`config.mk`:
```
export PLATFORM = sky130hd
export DESIGN_NAME = tunnel_peer_link_fsm
export DESIGN_NICKNAME = d
export VERILOG_FILES = /design/src/rtl/core/tplf_pkg.sv /design/src/rtl/core/tplf_in_stage.sv /design/src/rtl/core/tplf_engine.sv /design/src/rtl/core/tplf_out_stage.sv /design/src/rtl/core/tunnel_peer_link_fsm.sv
export SDC_FILE = /design/constraint.sdc
export NUM_CORES = 1
export LEC_CHECK = 0
export ABC_AREA = 1
export BUFFER_PORTS_ARGS = -buffer_cell sky130_fd_sc_hd__clkbuf_2
export CORE_MARGIN = 2
export CORE_UTILIZATION = 60
export CTS_BUF_LIST = sky130_fd_sc_hd__clkbuf_8 sky130_fd_sc_hd__clkbuf_16
export DETAILED_ROUTE_END_ITERATION = 12
export PLACE_DENSITY = 0.92
export SYNTH_ARGS = -nofsm -noshare
export SYNTH_HDL_FRONTEND = slang
export SYNTH_SLANG_ARGS = --single-unit
```
`constraint.sdc`:
```
create_clock -name clock -period 3.4 [get_ports clock]
set_input_delay 0.17 -clock clock [delete_from_list [all_inputs] [get_ports clock]]
set_output_delay 0.17 -clock clock [all_outputs]
set_load 0.1 [all_outputs]
```
`src/rtl/core/tplf_pkg.sv`:
```
// shared types and codes for the tunnel peer link state machine
`default_nettype none

package tplf_pkg;

   localparam int unsigned OP_W    = 3;
   localparam int unsigned LEN_W   = 16;
   localparam int unsigned PROTO_W = 16;
   localparam int unsigned FLAGS_W = 8;
   localparam int unsigned TICKS_W = 8;
   localparam int unsigned CSR_W   = 16;
   localparam int unsigned CSR_IDX_W = 1;

   localparam logic [LEN_W-1:0]   HEADER_BYTES  = 16'd4;
   localparam logic [LEN_W-1:0]   CONTROL_BYTES = 16'd1;
   localparam logic [PROTO_W-1:0] DATA_PROTO    = 16'h0800;

   localparam logic [PROTO_W-1:0] CONTROL_PROTOCOL_ID_RESET = 16'd35253;
   localparam logic [TICKS_W-1:0] RX_TIMEOUT_TICKS_RESET    = 8'd10;

   // register indexes
   localparam logic [CSR_IDX_W-1:0] CSR_CONTROL_PROTOCOL_ID = 1'd0;
   localparam logic [CSR_IDX_W-1:0] CSR_RX_TIMEOUT_TICKS    = 1'd1;

   // operations
   localparam logic [OP_W-1:0] OP_CONNECT = 3'd0;
   localparam logic [OP_W-1:0] OP_LISTEN  = 3'd1;
   localparam logic [OP_W-1:0] OP_RX      = 3'd2;
   localparam logic [OP_W-1:0] OP_TX      = 3'd3;
   localparam logic [OP_W-1:0] OP_TICK    = 3'd4;

   // link states
   localparam logic [2:0] ST_INVALID    = 3'd0;
   localparam logic [2:0] ST_LISTENING  = 3'd1;
   localparam logic [2:0] ST_CONNECTING = 3'd2;
   localparam logic [2:0] ST_CONNECTED  = 3'd3;
   localparam logic [2:0] ST_CLOSED     = 3'd4;
   localparam logic [2:0] ST_GONE       = 3'd5;

   // control flag bits
   localparam int unsigned FLAG_SYN_BIT = 0;
   localparam int unsigned FLAG_ACK_BIT = 1;
   localparam int unsigned FLAG_RST_BIT = 2;

   // control packet to send
   localparam logic [1:0] SEND_NONE      = 2'd0;
   localparam logic [1:0] SEND_SYN       = 2'd1;
   localparam logic [1:0] SEND_ACK       = 2'd2;
   localparam logic [1:0] SEND_KEEPALIVE = 2'd3;

   // teardown kinds
   localparam logic [1:0] TDN_NONE    = 2'd0;
   localparam logic [1:0] TDN_DESTROY = 2'd1;
   localparam logic [1:0] TDN_ABORT   = 2'd2;

   // error codes
   localparam logic [2:0] ERR_OK            = 3'd0;
   localparam logic [2:0] ERR_PACKET_SHORT  = 3'd1;
   localparam logic [2:0] ERR_CONTROL_SHORT = 3'd2;
   localparam logic [2:0] ERR_NOT_CONNECTED = 3'd3;
   localparam logic [2:0] ERR_UNKNOWN_PROTO = 3'd4;
   localparam logic [2:0] ERR_BAD_STATE     = 3'd5;

   typedef struct packed {
      logic [OP_W-1:0]    operation;
      logic [LEN_W-1:0]   packet_length;
      logic [PROTO_W-1:0] protocol;
      logic [FLAGS_W-1:0] control_flags;
   } req_item_type;

   typedef struct packed {
      logic [1:0] send_control;
      logic       deliver_to_interface;
      logic       pass_to_transport;
      logic       bring_up_interface;
      logic [1:0] teardown;
      logic [2:0] link_state;
      logic [2:0] error_code;
   } rsp_item_type;

endpackage

`default_nettype wire

```
`src/rtl/core/tplf_in_stage.sv`:
```
// input register stage holding one accepted item
`default_nettype none

module tplf_in_stage (
   input  wire logic                  clock,
   input  wire logic                  reset,
   input  wire logic                  req_valid,
   output logic                       req_stall,
   input  wire tplf_pkg::req_item_type req_item,
   input  wire logic                  advance,
   output logic                       item_valid,
   output tplf_pkg::req_item_type     item
);

   logic                   valid_ff;
   logic                   valid_in;
   tplf_pkg::req_item_type item_ff;
   logic                   take;

   // full and not moving on: hold the item
   assign req_stall = valid_ff && !advance;
   assign take      = req_valid && !req_stall;

   always_comb begin
      valid_in = valid_ff;
      if (take) begin
         valid_in = 1'b1;
      end else if (advance) begin
         valid_in = 1'b0;
      end
   end

   always_ff @(posedge clock) begin
      if (reset) begin
         valid_ff <= 1'b0;
      end else begin
         valid_ff <= valid_in;
      end
   end

   always_ff @(posedge clock) begin
      if (take) begin
         item_ff <= req_item;
      end
   end

   assign item_valid = valid_ff;
   assign item       = item_ff;

endmodule

`default_nettype wire

```
`src/rtl/core/tplf_engine.sv`:
```
// link state registers and the per-item next-state and result logic
`default_nettype none

module tplf_engine (
   input  wire logic                         clock,
   input  wire logic                         reset,
   input  wire logic                         fire,
   input  wire tplf_pkg::req_item_type       item,
   input  wire logic [tplf_pkg::PROTO_W-1:0] control_protocol_id,
   input  wire logic [tplf_pkg::TICKS_W-1:0] rx_timeout_ticks,
   output tplf_pkg::rsp_item_type            result
);

   logic [2:0]                   state_ff, state_in;
   logic                         abort_ff, abort_in;
   logic                         armed_ff, armed_in;
   logic                         tx_seen_ff, tx_seen_in;
   logic                         rx_seen_ff, rx_seen_in;
   logic [tplf_pkg::TICKS_W-1:0] ticks_ff, ticks_in;
   logic [tplf_pkg::TICKS_W-1:0] ticks_dec;
   logic                         connect_now;
   logic                         syn, ack, rst;
   logic [1:0]                   tdn_kind;

   assign syn       = item.control_flags[tplf_pkg::FLAG_SYN_BIT];
   assign ack       = item.control_flags[tplf_pkg::FLAG_ACK_BIT];
   assign rst       = item.control_flags[tplf_pkg::FLAG_RST_BIT];
   assign ticks_dec = ticks_ff - 1'b1;
   assign tdn_kind  = abort_ff ? tplf_pkg::TDN_ABORT : tplf_pkg::TDN_DESTROY;

   always_comb begin
      state_in    = state_ff;
      abort_in    = abort_ff;
      armed_in    = armed_ff;
      tx_seen_in  = tx_seen_ff;
      rx_seen_in  = rx_seen_ff;
      ticks_in    = ticks_ff;
      connect_now = 1'b0;
      result      = '0;

      if (state_ff == tplf_pkg::ST_GONE || item.operation > tplf_pkg::OP_TICK) begin
         result.error_code = tplf_pkg::ERR_BAD_STATE;
      end else begin
         case (item.operation)
            tplf_pkg::OP_CONNECT: begin
               result.send_control = tplf_pkg::SEND_SYN;
               state_in = tplf_pkg::ST_CONNECTING;
               abort_in = 1'b1;
            end
            tplf_pkg::OP_LISTEN: begin
               state_in = tplf_pkg::ST_LISTENING;
            end
            tplf_pkg::OP_RX: begin
               if (item.packet_length < tplf_pkg::HEADER_BYTES) begin
                  result.error_code = tplf_pkg::ERR_PACKET_SHORT;
               end else begin
                  rx_seen_in = 1'b1;
                  if (item.protocol == tplf_pkg::DATA_PROTO) begin
                     if (state_ff == tplf_pkg::ST_CONNECTED) begin
                        result.deliver_to_interface = 1'b1;
                     end else begin
                        result.error_code = tplf_pkg::ERR_NOT_CONNECTED;
                     end
                  end else if (item.protocol == control_protocol_id) begin
                     // length minus header below the control size
                     if (item.packet_length - tplf_pkg::HEADER_BYTES
                         < tplf_pkg::CONTROL_BYTES) begin
                        result.error_code = tplf_pkg::ERR_CONTROL_SHORT;
                     end else begin
                        case (state_ff)
                           tplf_pkg::ST_LISTENING: begin
                              if (syn) begin
                                 result.send_control = tplf_pkg::SEND_ACK;
                                 connect_now = 1'b1;
                              end
                           end
                           tplf_pkg::ST_CONNECTING: begin
                              // rst wins over ack
                              if (rst) begin
                                 state_in = tplf_pkg::ST_CLOSED;
                              end else if (ack) begin
                                 connect_now = 1'b1;
                              end
                           end
                           tplf_pkg::ST_CONNECTED: begin
                              if (rst) begin
                                 state_in = tplf_pkg::ST_CLOSED;
                              end
                           end
                           default: begin
                              result.error_code = tplf_pkg::ERR_BAD_STATE;
                           end
                        endcase
                     end
                     if (connect_now) begin
                        armed_in = 1'b1;
                        state_in = tplf_pkg::ST_CONNECTED;
                        result.bring_up_interface = 1'b1;
                     end
                  end else begin
                     result.error_code = tplf_pkg::ERR_UNKNOWN_PROTO;
                  end
               end
            end
            tplf_pkg::OP_TX: begin
               result.pass_to_transport = 1'b1;
               tx_seen_in = 1'b1;
            end
            default: begin
               // timer tick
               if (armed_ff) begin
                  if (state_ff == tplf_pkg::ST_CLOSED) begin
                     result.teardown = tdn_kind;
                     state_in = tplf_pkg::ST_GONE;
                  end else begin
                     if (!tx_seen_ff) begin
                        result.send_control = tplf_pkg::SEND_KEEPALIVE;
                     end
                     if (!rx_seen_ff) begin
                        ticks_in = ticks_dec;
                        if (ticks_dec == '0) begin
                           result.teardown = tdn_kind;
                           state_in = tplf_pkg::ST_GONE;
                        end
                     end else begin
                        ticks_in = rx_timeout_ticks;
                     end
                     if (result.teardown == tplf_pkg::TDN_NONE) begin
                        tx_seen_in = 1'b0;
                        rx_seen_in = 1'b0;
                     end
                  end
               end
            end
         endcase
      end
      result.link_state = state_in;
   end

   always_ff @(posedge clock) begin
      if (reset) begin
         state_ff   <= tplf_pkg::ST_INVALID;
         abort_ff   <= 1'b0;
         armed_ff   <= 1'b0;
         tx_seen_ff <= 1'b0;
         rx_seen_ff <= 1'b0;
         ticks_ff   <= tplf_pkg::RX_TIMEOUT_TICKS_RESET;
      end else if (fire) begin
         state_ff   <= state_in;
         abort_ff   <= abort_in;
         armed_ff   <= armed_in;
         tx_seen_ff <= tx_seen_in;
         rx_seen_ff <= rx_seen_in;
         ticks_ff   <= ticks_in;
      end
   end

endmodule

`default_nettype wire

```
`src/rtl/core/tplf_out_stage.sv`:
```
// result register driving the response channel
`default_nettype none

module tplf_out_stage (
   input  wire logic                   clock,
   input  wire logic                   reset,
   input  wire logic                   item_valid,
   input  wire tplf_pkg::rsp_item_type result,
   input  wire logic                   rsp_stall,
   output logic                        load,
   output logic                        rsp_valid,
   output tplf_pkg::rsp_item_type      rsp_item
);

   logic                   valid_ff;
   logic                   valid_in;
   tplf_pkg::rsp_item_type item_ff;

   // room when empty or the held item leaves this cycle
   assign load = item_valid && (!valid_ff || !rsp_stall);

   always_comb begin
      valid_in = valid_ff;
      if (load) begin
         valid_in = 1'b1;
      end else if (!rsp_stall) begin
         valid_in = 1'b0;
      end
   end

   always_ff @(posedge clock) begin
      if (reset) begin
         valid_ff <= 1'b0;
      end else begin
         valid_ff <= valid_in;
      end
   end

   always_ff @(posedge clock) begin
      if (load) begin
         item_ff <= result;
      end
   end

   assign rsp_valid = valid_ff;
   assign rsp_item  = item_ff;

endmodule

`default_nettype wire

```
`src/rtl/core/tunnel_peer_link_fsm.sv`:
```
// the input register holds an accepted item; the result register drives rsp
// throughput: one item per cycle unless rsp stalls; state update sets the pace
// an empty input register takes an item while a finished result waits to be taken
// reset (synchronous): link state invalid, flags cleared, idle countdown and
// registers back to their default values, both stages empty
`default_nettype none

module tunnel_peer_link_fsm (
   input  wire logic                                clock,
   input  wire logic                                reset,
   input  wire logic                                csr_write_enable,
   input  wire logic [tplf_pkg::CSR_IDX_W-1:0]      csr_index,
   input  wire logic [tplf_pkg::CSR_W-1:0]          csr_write_data,
   input  wire logic                                req_valid,
   output logic                                     req_stall,
   input  wire logic [tplf_pkg::OP_W-1:0]           req_operation,
   input  wire logic [tplf_pkg::LEN_W-1:0]          req_packet_length,
   input  wire logic [tplf_pkg::PROTO_W-1:0]        req_protocol,
   input  wire logic [tplf_pkg::FLAGS_W-1:0]        req_control_flags,
   output logic                                     rsp_valid,
   input  wire logic                                rsp_stall,
   output logic [1:0]                               rsp_send_control,
   output logic                                     rsp_deliver_to_interface,
   output logic                                     rsp_pass_to_transport,
   output logic                                     rsp_bring_up_interface,
   output logic [1:0]                               rsp_teardown,
   output logic [2:0]                               rsp_link_state,
   output logic [2:0]                               rsp_error_code
);

   logic [tplf_pkg::PROTO_W-1:0] ctrl_proto_ff;
   logic [tplf_pkg::TICKS_W-1:0] rx_timeout_ff;
   tplf_pkg::req_item_type       req_item;
   tplf_pkg::req_item_type       item;
   tplf_pkg::rsp_item_type       result;
   tplf_pkg::rsp_item_type       rsp_item;
   logic                         item_valid;
   logic                         load;

   always_ff @(posedge clock) begin
      if (reset) begin
         ctrl_proto_ff <= tplf_pkg::CONTROL_PROTOCOL_ID_RESET;
         rx_timeout_ff <= tplf_pkg::RX_TIMEOUT_TICKS_RESET;
      end else if (csr_write_enable) begin
         case (csr_index)
            tplf_pkg::CSR_CONTROL_PROTOCOL_ID: ctrl_proto_ff <= csr_write_data;
            tplf_pkg::CSR_RX_TIMEOUT_TICKS:
               rx_timeout_ff <= csr_write_data[tplf_pkg::TICKS_W-1:0];
            default: begin
            end
         endcase
      end
   end

   assign req_item.operation     = req_operation;
   assign req_item.packet_length = req_packet_length;
   assign req_item.protocol      = req_protocol;
   assign req_item.control_flags = req_control_flags;

   tplf_in_stage u_in_stage (
      .clock      (clock),
      .reset      (reset),
      .req_valid  (req_valid),
      .req_stall  (req_stall),
      .req_item   (req_item),
      .advance    (load),
      .item_valid (item_valid),
      .item       (item)
   );

   tplf_engine u_engine (
      .clock               (clock),
      .reset               (reset),
      .fire                (load),
      .item                (item),
      .control_protocol_id (ctrl_proto_ff),
      .rx_timeout_ticks    (rx_timeout_ff),
      .result              (result)
   );

   tplf_out_stage u_out_stage (
      .clock      (clock),
      .reset      (reset),
      .item_valid (item_valid),
      .result     (result),
      .rsp_stall  (rsp_stall),
      .load       (load),
      .rsp_valid  (rsp_valid),
      .rsp_item   (rsp_item)
   );

   assign rsp_send_control         = rsp_item.send_control;
   assign rsp_deliver_to_interface = rsp_item.deliver_to_interface;
   assign rsp_pass_to_transport    = rsp_item.pass_to_transport;
   assign rsp_bring_up_interface   = rsp_item.bring_up_interface;
   assign rsp_teardown             = rsp_item.teardown;
   assign rsp_link_state           = rsp_item.link_state;
   assign rsp_error_code           = rsp_item.error_code;

endmodule

`default_nettype wire

```
==> summary.md, run 1 <==
| Metric | Value |
|---|---|
| Longest Clk Path Bufs | 2 |
| Kind of critical path | reg -> reg |
| Max-cap check violation count | 0 |
| Syn Nets | 576 |
| Fillers | 493 |
| Most common cell on crit path | nand2_1 |
| Worst Path Max Fanout | 5 |
| Area leader, netlist | edfxtp_1 |
| Cell Area, Synth | 0.004374 sq mm |
| DP Worst Slack | 1.378 ns |
| Setup TNS | 0 ns |
| Clock Latency Late Sink | 0.37 ns |
| Postcts setup bufs | 0 |
| Inserted Clock Buffers | 9 |
| Period utilization | 62.51% |
| GRT Max-Usage Layer | met2 |
| Total power | 2392 uW |
| Final nets | 693 |
| Seq/Total Area, Yosys | 53.78% |
| Die width | 89.39 um |
| Status | complete, no violations |
| Clock Power Share | 33.7% |
| Area growth, synth to finish | 24.60% |
| Distinct cells, synth | 39 |
| CTS sink count | 92 |
| Row cnt | 31 |
| Area share of the largest cell type after synthesis | 35.01% |
| DRC viols | 0 |
| Placed cell area | 0.004852 sq mm |
| Final setup vio count | 0 |
| Post-Route WL | 10740 um |
| Worst Tran Pin Value | 0.7622 ns |
| Crit start category | flip-flop |
| RSZ-0062 raised after global routing | false |
| Starting density of the core | 61.29% |
| Die height | 89.39 um |
| # H-tree levels | 3 |
| Synth cell count leaders | nand2_1, inv_1, nor2_1, edfxtp_1, dfxtp_1 |
| Vias per cell | 5.347 |
| Fin area | 0.005450 sq mm |
| Core box area | 0.007137 sq mm |
| Most common cell in the synthesized netlist | nand2_1 |
| Max stage delay on crit path | 0.44 ns |
| Yosys warning count | 0 |
| Met2 global-route usage | 51.45% |
| Clk Tree Root Cell | clkbuf_8 |
| Critical Path AT | 2.25 ns |
| Worst Skew | 0.01059 ns |
| DP HPWL | 6502 um |
| Die ar. | 0.007990 sq mm |
| Tmin final | 2.125 ns |
| Crit-path cells | nor2_1 -> and2_1 -> nand2_1 -> nand2_1 -> o21ai_1 -> nor2_2 -> nand2_2 -> nand4_1 -> nand2_1 -> a21oi_2 -> nand2_1 -> o21ai_1 -> inv_1 |
| Ys flop type | edfxtp_1 |
| CTS tree | done |
| Initial antenna violation count | 0 |
| Share of post-route cells with drive strength above 1 | 22.19% |
| Met1 GRT Util | 35.07% |
| Worst hold path type | in -> reg |
| Largest net degree at the start of global routing | 39 |
| Crit-path slowest cell | edfxtp_1 |
| Gate Count Post-Synth | 509 |
| Max VDD drop | 0.4420 mV |
| Top cells by area, synth | edfxtp_1, dfxtp_1, nand2_1 |
| Post-cts resize count | 0 |
| Avg Cell Area, Syn | 8.594 sq um |
| Final setup margin | 1.275 ns |
| Worst relative slew slack | 49.13% |
| NetSw | 636.6 uW |
| Overall routing resource usage | 29.24% |
| GR Util met3 | 4.986% |
| Clock Pin Slew Worst Setup and Hold Paths | 0.09 ns |
| Crit. End Element | flip-flop |
| Sequential cell fraction of total power | 53.3% |
| Synth async-reset ratio | 0% |
| Final Wtd Congestion | 0.8988 |
| Top cell family by delay on the critical path | simple AND/OR/NAND/NOR gates |
| Gr ovfl total | 0 |
| Avg WL per Cell | 14.69 um |
| IO buf count | 74 |
| Data required time at the worst endpoint | 3.52 ns |
| Pwr dens | 438.9 mW/mm^2 |
| Sw frac | 26.61% |
| Comb power frac | 13.1% |
| Pint | 1756 uW |
| I/O pins | 80 |
| DR iter-0 viols | 301 |
| Pins Over Slew Limit | 0 |
| First-pass GRT wire length | 17570 um |
| Vias in the first global route | 3803 |
| Pre-antenna DRT Iters | 5 |
| Post-synth EDFFs | 51 |
| Register bit total from synthesis | 92 |
| Vias | 3909 |
| P_leak | 0.002437 uW |
| Final hold viol count | 0 |
| ANT nets after route | 0 |
| Buf/Inv on CP | 1 |
| Max Freq | 470.5 MHz |
==> power groups by stage <==
stage | Clock (uW) | Combinational [uW] | Sequential, uW
3_3_place_gp | 0 | 259 | 1290
5_1_grt | 852 | 344 | 1280
6_report | 805 | 313 | 1270
3_5_place_dp | 0 | 267 | 1300
4_1_cts | 808 | 304 | 1270
2_1_floorplan | 0 | 136 | 1350
==> placed cells by master (no fill, tap or decap), drive strengths merged, types with 6 or more instances in the layout <==
cell         instances
edfxtp              51
clkbuf              83
o211ai              10
nand2              127
nand3               19
inv                 77
nor2                78
clkinv               6
a21oi               33
nand4                8
nor3                 7
o21ai               30
dlygate4sd3         38
dfxtp               41
==> final timing paths <==
path | start | to | depth (start not counted) | slack [ns]
max | u_in_stage.item[29] | u_out_stage.rsp_item[5] | 13 | 1.27
min | csr_write_data[8] | ctrl_proto_ff[8] | 3 | 0.04
max reg2reg | u_in_stage.item[29] | u_out_stage.rsp_item[5] | 13 | 1.27
min reg2reg | u_engine.tx_seen_ff | u_engine.tx_seen_ff | 2 | 0.47
==> metrics by stage <==
stage	cells	util, %	hold WS (ns)
6_report	731	76.37	0.03867
3_3_place_gp	676	67.99	0.3467
2_1_floorplan	509	-	0.2689
5_1_grt	730	76.33	0.05096
3_5_place_dp	676	67.99	0.3486
4_1_cts	730	76.33	0.02605
==> metal layers <==
metal	routed length (um)	part of all wire (%)
met5	0	0
met2	5584	52
met1	4210	39
met3	625	5.8
met4	317	3.0
==> layout make-up <==
type / instances / area, sq um / share of cell area (%)
multi-input combinational: 331 / 1685 / 30.92
tap: 99 / 123.9 / 2.273
antenna: 1 / 2.502 / 0.04591
clock inverter: 7 / 91.34 / 1.676
clock buffer: 9 / 123.9 / 2.273
timing repair buffer: 114 / 765.7 / 14.05
inverter: 78 / 305.3 / 5.601
sequential: 92 / 2352 / 43.16
==> registers in the layout, summed over array words and instances (netlist names) <==
signal                 count
u_engine.tx_seen_ff        1
rx_timeout_ff              8
ctrl_proto_ff             16
u_out_stage.rsp_valid      1
u_in_stage.item           38
u_engine.state_ff          3
u_engine.abort_ff          1
u_out_stage.rsp_item      13
u_in_stage.item_valid      1
u_engine.ticks_ff          8
u_engine.rx_seen_ff        1
u_engine.armed_ff          1
==> worst min-delay path, delay by kind of cell <==
family / cells / cell delay (ns)
AND/OR/NAND/NOR: 1 / 0.05
buffers and inverters: 1 / 0.09
AO/OA/AOI/OAI: 1 / 0.07
==> timing repair <==
| action | 4_1_cts | 5_1_grt |
|---|---|---|
| hold endpoints to repair | 38 | 0 |
| endpoints found under the setup margin | 0 | 0 |
| hold buffers | 38 | 0 |
==> cell families (layout without fill, tap and decap cells) <==
logic type	Yosys count	count (layout)	share of synthesized area [%]
and+or+nand+nor	244	244	25.92
buffers and inverters	86	208	7.752
AOI/OAI and AO/OA	81	81	11.18
DFF	92	92	53.78
adders and majority gates	2	2	0.5720
other	0	1	0
xor gates and xnor gates	4	4	0.8011
Power figures use the tool's default switching activity.
==> inputs of run 2 (changes only) <==
- ABC_AREA: 1 -> 0
- CORE_UTILIZATION: 60 -> 55
- PLACE_DENSITY: 0.92 -> 0.87
- clock period: 3.4 -> 2 ns (I/O delays scaled with it)
==> run 2 against run 1 <==
  * Maximum frequency fell by 5.6%
  * Critical path depth fell by 5
  * Sequential power rose by 70%
  * The flow now finishes with violations (setup timing)
  * Largest cell class unchanged
  * Clock skew rose by 0.0045 ns
  * Hold slack got worse by 0.037 ns
  * Final cell count fell by 10%
  * Critical path type unchanged
  * Count of clock-buffer cells in the layout did not move
==> summary.md, run 2 <==
| Metric | Value |
|---|---|
| Status | finished with violations |
| Failing checks | setup timing |
| Clock Power Share | 29.2% (-4.5 points) |
| Worst relative slew slack | 44.48% (-4.7 points) |
| Buf/Inv on CP | 1 (unchanged) |
| Worst Tran Pin Value | 0.8329 ns (+0.07062 ns) |
| Max reg flops | 38 (unchanged) |
| Final cell count without fillers | 655 (-10%) |
| NetSw | 1062 uW (+67%) |
| Crit-path slowest cell | or4_4 |
| Max-cap check violation count | 0 (unchanged) |
| Post-Route WL | 11440 um (+6.6%) |
| Max VDD drop | 0.5735 mV (+30%) |
| Setup TNS | -1.939 ns (-1.939 ns) |
| ANT nets after route | 0 (unchanged) |
| Comb power frac | 14.4% (+1.3 points) |
| Core box area | 0.007253 sq mm (+1.6%) |
| I/O pins | 80 (unchanged) |
| DR iter-0 viols | 317 (+5.3%) |
| Final hold viol count | 0 (unchanged) |
| Sw frac | 27.69% (+1.1 points) |
| Gr ovfl total | 0 (unchanged) |
| Pre-antenna DRT Iters | 6 (+1) |
| Commonest non-fill, non-tap cell in the layout | clkbuf_2 |
| Crit. End Element | flip-flop |
| Clock Pin Slew Worst Setup and Hold Paths | 0.10 ns (about the same) |
| R2R Setup Slk | -0.25 ns (-1.53 ns) |
| Synth async-reset ratio | 0% (unchanged) |
| Critical Path AT | 2.51 ns (+0.26 ns) |
| Cell Area, Synth | 0.004114 sq mm (-5.9%) |
| Number of cells on the worst hold path | 3 (unchanged) |
| Pins Over Slew Limit | 0 (unchanged) |
| Avg Cell Area, Syn | 10.60 sq um (+23%) |
| Top cells by area, synth | edfxtp_1, dfxtp_1, nand2_1 |
| CTS sink count | 92 (unchanged) |
| Core Util, Final | 78.63% (+2.3 points) |
| Avg WL per Cell | 17.47 um (+19%) |
| Pint | 2774 uW (+58%) |
| Die height | 90.49 um (+1.2%) |
| Max stage delay on crit path | 0.51 ns (+0.07 ns) |
| Max Freq | 444.3 MHz (-5.6%) |
| Starting density of the core | 56.72% (-4.6 points) |
| Inserted Clock Buffers | 9 (unchanged) |
| Distinct cells, synth | 67 (+72%) |
| Share of post-route cells with drive strength above 1 | 31.12% (+8.9 points) |
| CTS tree | done |
| Overall routing resource usage | 27.39% (-1.9 points) |
| Final setup margin | -0.2509 ns (-1.525 ns) |
| Commonest cells after routing, fill and taps aside | clkbuf_2, nand2_1, dlygate4sd3_1 |
| Vias per cell | 5.760 (+7.7%) |
| Tmin final | 2.251 ns (+0.1255 ns) |
| # H-tree levels | 3 (unchanged) |
| P_leak | 0.002267 uW (-7.0%) |
| Crit start category | flip-flop |
| Longest Clk Path Bufs | 2 (unchanged) |
| Worst Skew | 0.01507 ns (+0.004474 ns) |
| Pwr dens | 672.6 mW/mm^2 (+53%) |
| Row cnt | 31 (unchanged) |
| Initial antenna violation count | 0 (unchanged) |
| Final nets | 618 (-11%) |
| IO buf count | 74 (unchanged) |
| Die ar. | 0.008188 sq mm (+2.5%) |
| Crit-path cells | inv_2 -> ha_4 -> or3b_4 -> or4_4 -> nand4_1 -> o21ai_2 -> a41o_1 -> o311a_1 |
| Register bit total from synthesis | 92 (unchanged) |
| First-pass GRT wire length | 17850 um (+1.6%) |
| Kind of critical path | reg -> reg |
| Clock Latency Late Sink | 0.36 ns (about the same) |
| Hold endpoint | ctrl_proto_ff[0] |
| Ys flop type | edfxtp_1 |
| Syn Nets | 455 (-21%) |
| Clk Tree Root Cell | clkbuf_8 |
| Sequential cell fraction of total power | 56.3% (+3.0 points) |
| Die width | 90.49 um (+1.2%) |
| Gate Count Post-Synth | 388 (-24%) |
| Largest net degree at the start of global routing | 42 (+7.7%) |
| Synth cell count leaders | nand2_1, edfxtp_1, dfxtp_1, a21oi_1, nor2_1 |
| Most common cell in the synthesized netlist | nand2_1 |
| Hold path startpoint | csr_write_data[0] |
| Worst hold path type | in -> reg |
| Final Wtd Congestion | 0.9181 (+2.1%) |
| Area growth, synth to finish | 38.63% |
| Period utilization | 112.5% (+50 points) |
| Post-synth EDFFs | 51 (unchanged) |
| Worst Path Max Fanout | 3 (-2) |
| Seq/Total Area, Yosys | 57.18% (+3.4 points) |
| Vias | 3773 (-3.5%) |
| R2R cell count | 8 (-5) |
| Area share of the largest cell type after synthesis | 37.23% (+2.2 points) |
| Area leader, netlist | edfxtp_1 |
| DRC viols | 0 (unchanged) |
| R2R Path End | u_engine.state_ff[2] |
| Top cell family by delay on the critical path | simple AND/OR/NAND/NOR gates |
| Vias in the first global route | 3738 (-1.7%) |
| Antenna fix cells | 0 (-1) |
| Reg-to-reg startpoint | u_engine.ticks_ff[1] |
| Placed Cells | 575 (-15%) |
| DP HPWL | 6631 um (+2.0%) |
| Final setup vio count | 13 (+13) |
| Yosys warning count | 0 (unchanged) |
| RSZ-0062 raised after global routing | true |
| Data required time at the worst endpoint | 2.26 ns (-1.26 ns) |
run 2: cell count changes in the layout (fill, tap and decap cells not counted), moves of 10 or more:
cell,before,now
inv_1,65,8
nor2_1,61,26
nand3_1,15,2
nand2_1,121,65
dlygate4sd3_1,38,52
xor2_1,3,16
o21ai_0,25,4
buf_4,2,37
nand3b_1,2,12
run 2: worst max path at each step:
stage                          from                 endpoint  slack [ns]  cells after the start
6_report       u_engine.ticks_ff[1]     u_engine.state_ff[2]       -0.25                      8
5_1_grt        u_engine.ticks_ff[0]  u_out_stage.rsp_item[4]       -0.32                     10
4_1_cts        u_engine.ticks_ff[1]     u_engine.state_ff[2]       -0.19                      8
3_5_place_dp   u_engine.ticks_ff[1]  u_out_stage.rsp_item[5]       -0.22                     10
3_3_place_gp   u_engine.ticks_ff[1]     u_engine.state_ff[2]       -0.16                      8
2_1_floorplan  u_engine.ticks_ff[1]     u_engine.state_ff[2]       -0.16                      8
run 2: worst min-delay path: cells and delay by family:
| family | cells | cell delay (ns) |
|---|---|---|
| buffers and inverters | 1 | 0.10 |
| and+or+nand+nor | 2 | 0.13 |
run 2: through the flow:
| step | cell area (sq um) | setup slack (ns) | power [uW] | hold WS [ns] |
|---|---|---|---|---|
| 2_1_floorplan | 4144 | -0.1633 | 2475 | 0.1989 |
| 3_3_place_gp | 4791 | -0.1570 | 2612 | 0.2763 |
| 3_5_place_dp | 4791 | -0.2250 | 2630 | 0.2786 |
| 4_1_cts | 5604 | -0.1949 | 3788 | 0.001410 |
| 5_1_grt | 5703 | -0.3211 | 3953 | 0.01021 |
| 6_report | 5703 | -0.2509 | 3836 | 0.001890 |
run 2: per-layer routing:
metal | global-route usage [%] | wire, um
met1 | 30.19 | 4179
met3 | 5.342 | 682
met5 | 0 | 0
met2 | 52.11 | 6181
met4 | 9.231 | 398
run 2: what timing repair did:
action | CTS | global route
hold buffers | 52 | 0
endpoints found under the setup margin | 13 | 15
hold endpoints to repair | 57 | 0
gates resized for setup | 15 | 10
gates cloned | 0 | 0
pin swaps | 13 | 8
buffers inserted | 7 | 5
run 2: power groups by stage:
stage	registers, uW	logic (uW)	clock network (uW)
final	2160	554	1120
after global routing	2170	589	1200
after CTS	2160	523	1110
after detailed placement	2200	433	0
after global placement	2190	421	0
after floorplan	2270	200	0
run 2: kinds of logic after synthesis:
family / share of synthesized area, %
xor gates and xnor gates: 3.832
DFF: 57.18
adders and majority gates: 0.8515
and+or+nand+nor: 22.26
AOI/OAI and AO/OA: 12.23
muxes: 0.4866
buffers and inverters: 3.163
run 2: area by class of cell:
class,count,area (sq um)
sequential,92,2359
multi-input combinational,269,1772
timing repair buffer,169,1245
tap,99,123.9
clock buffer,9,123.9
inverter,10,37.54
clock inverter,7,42.54
fill,445,1550
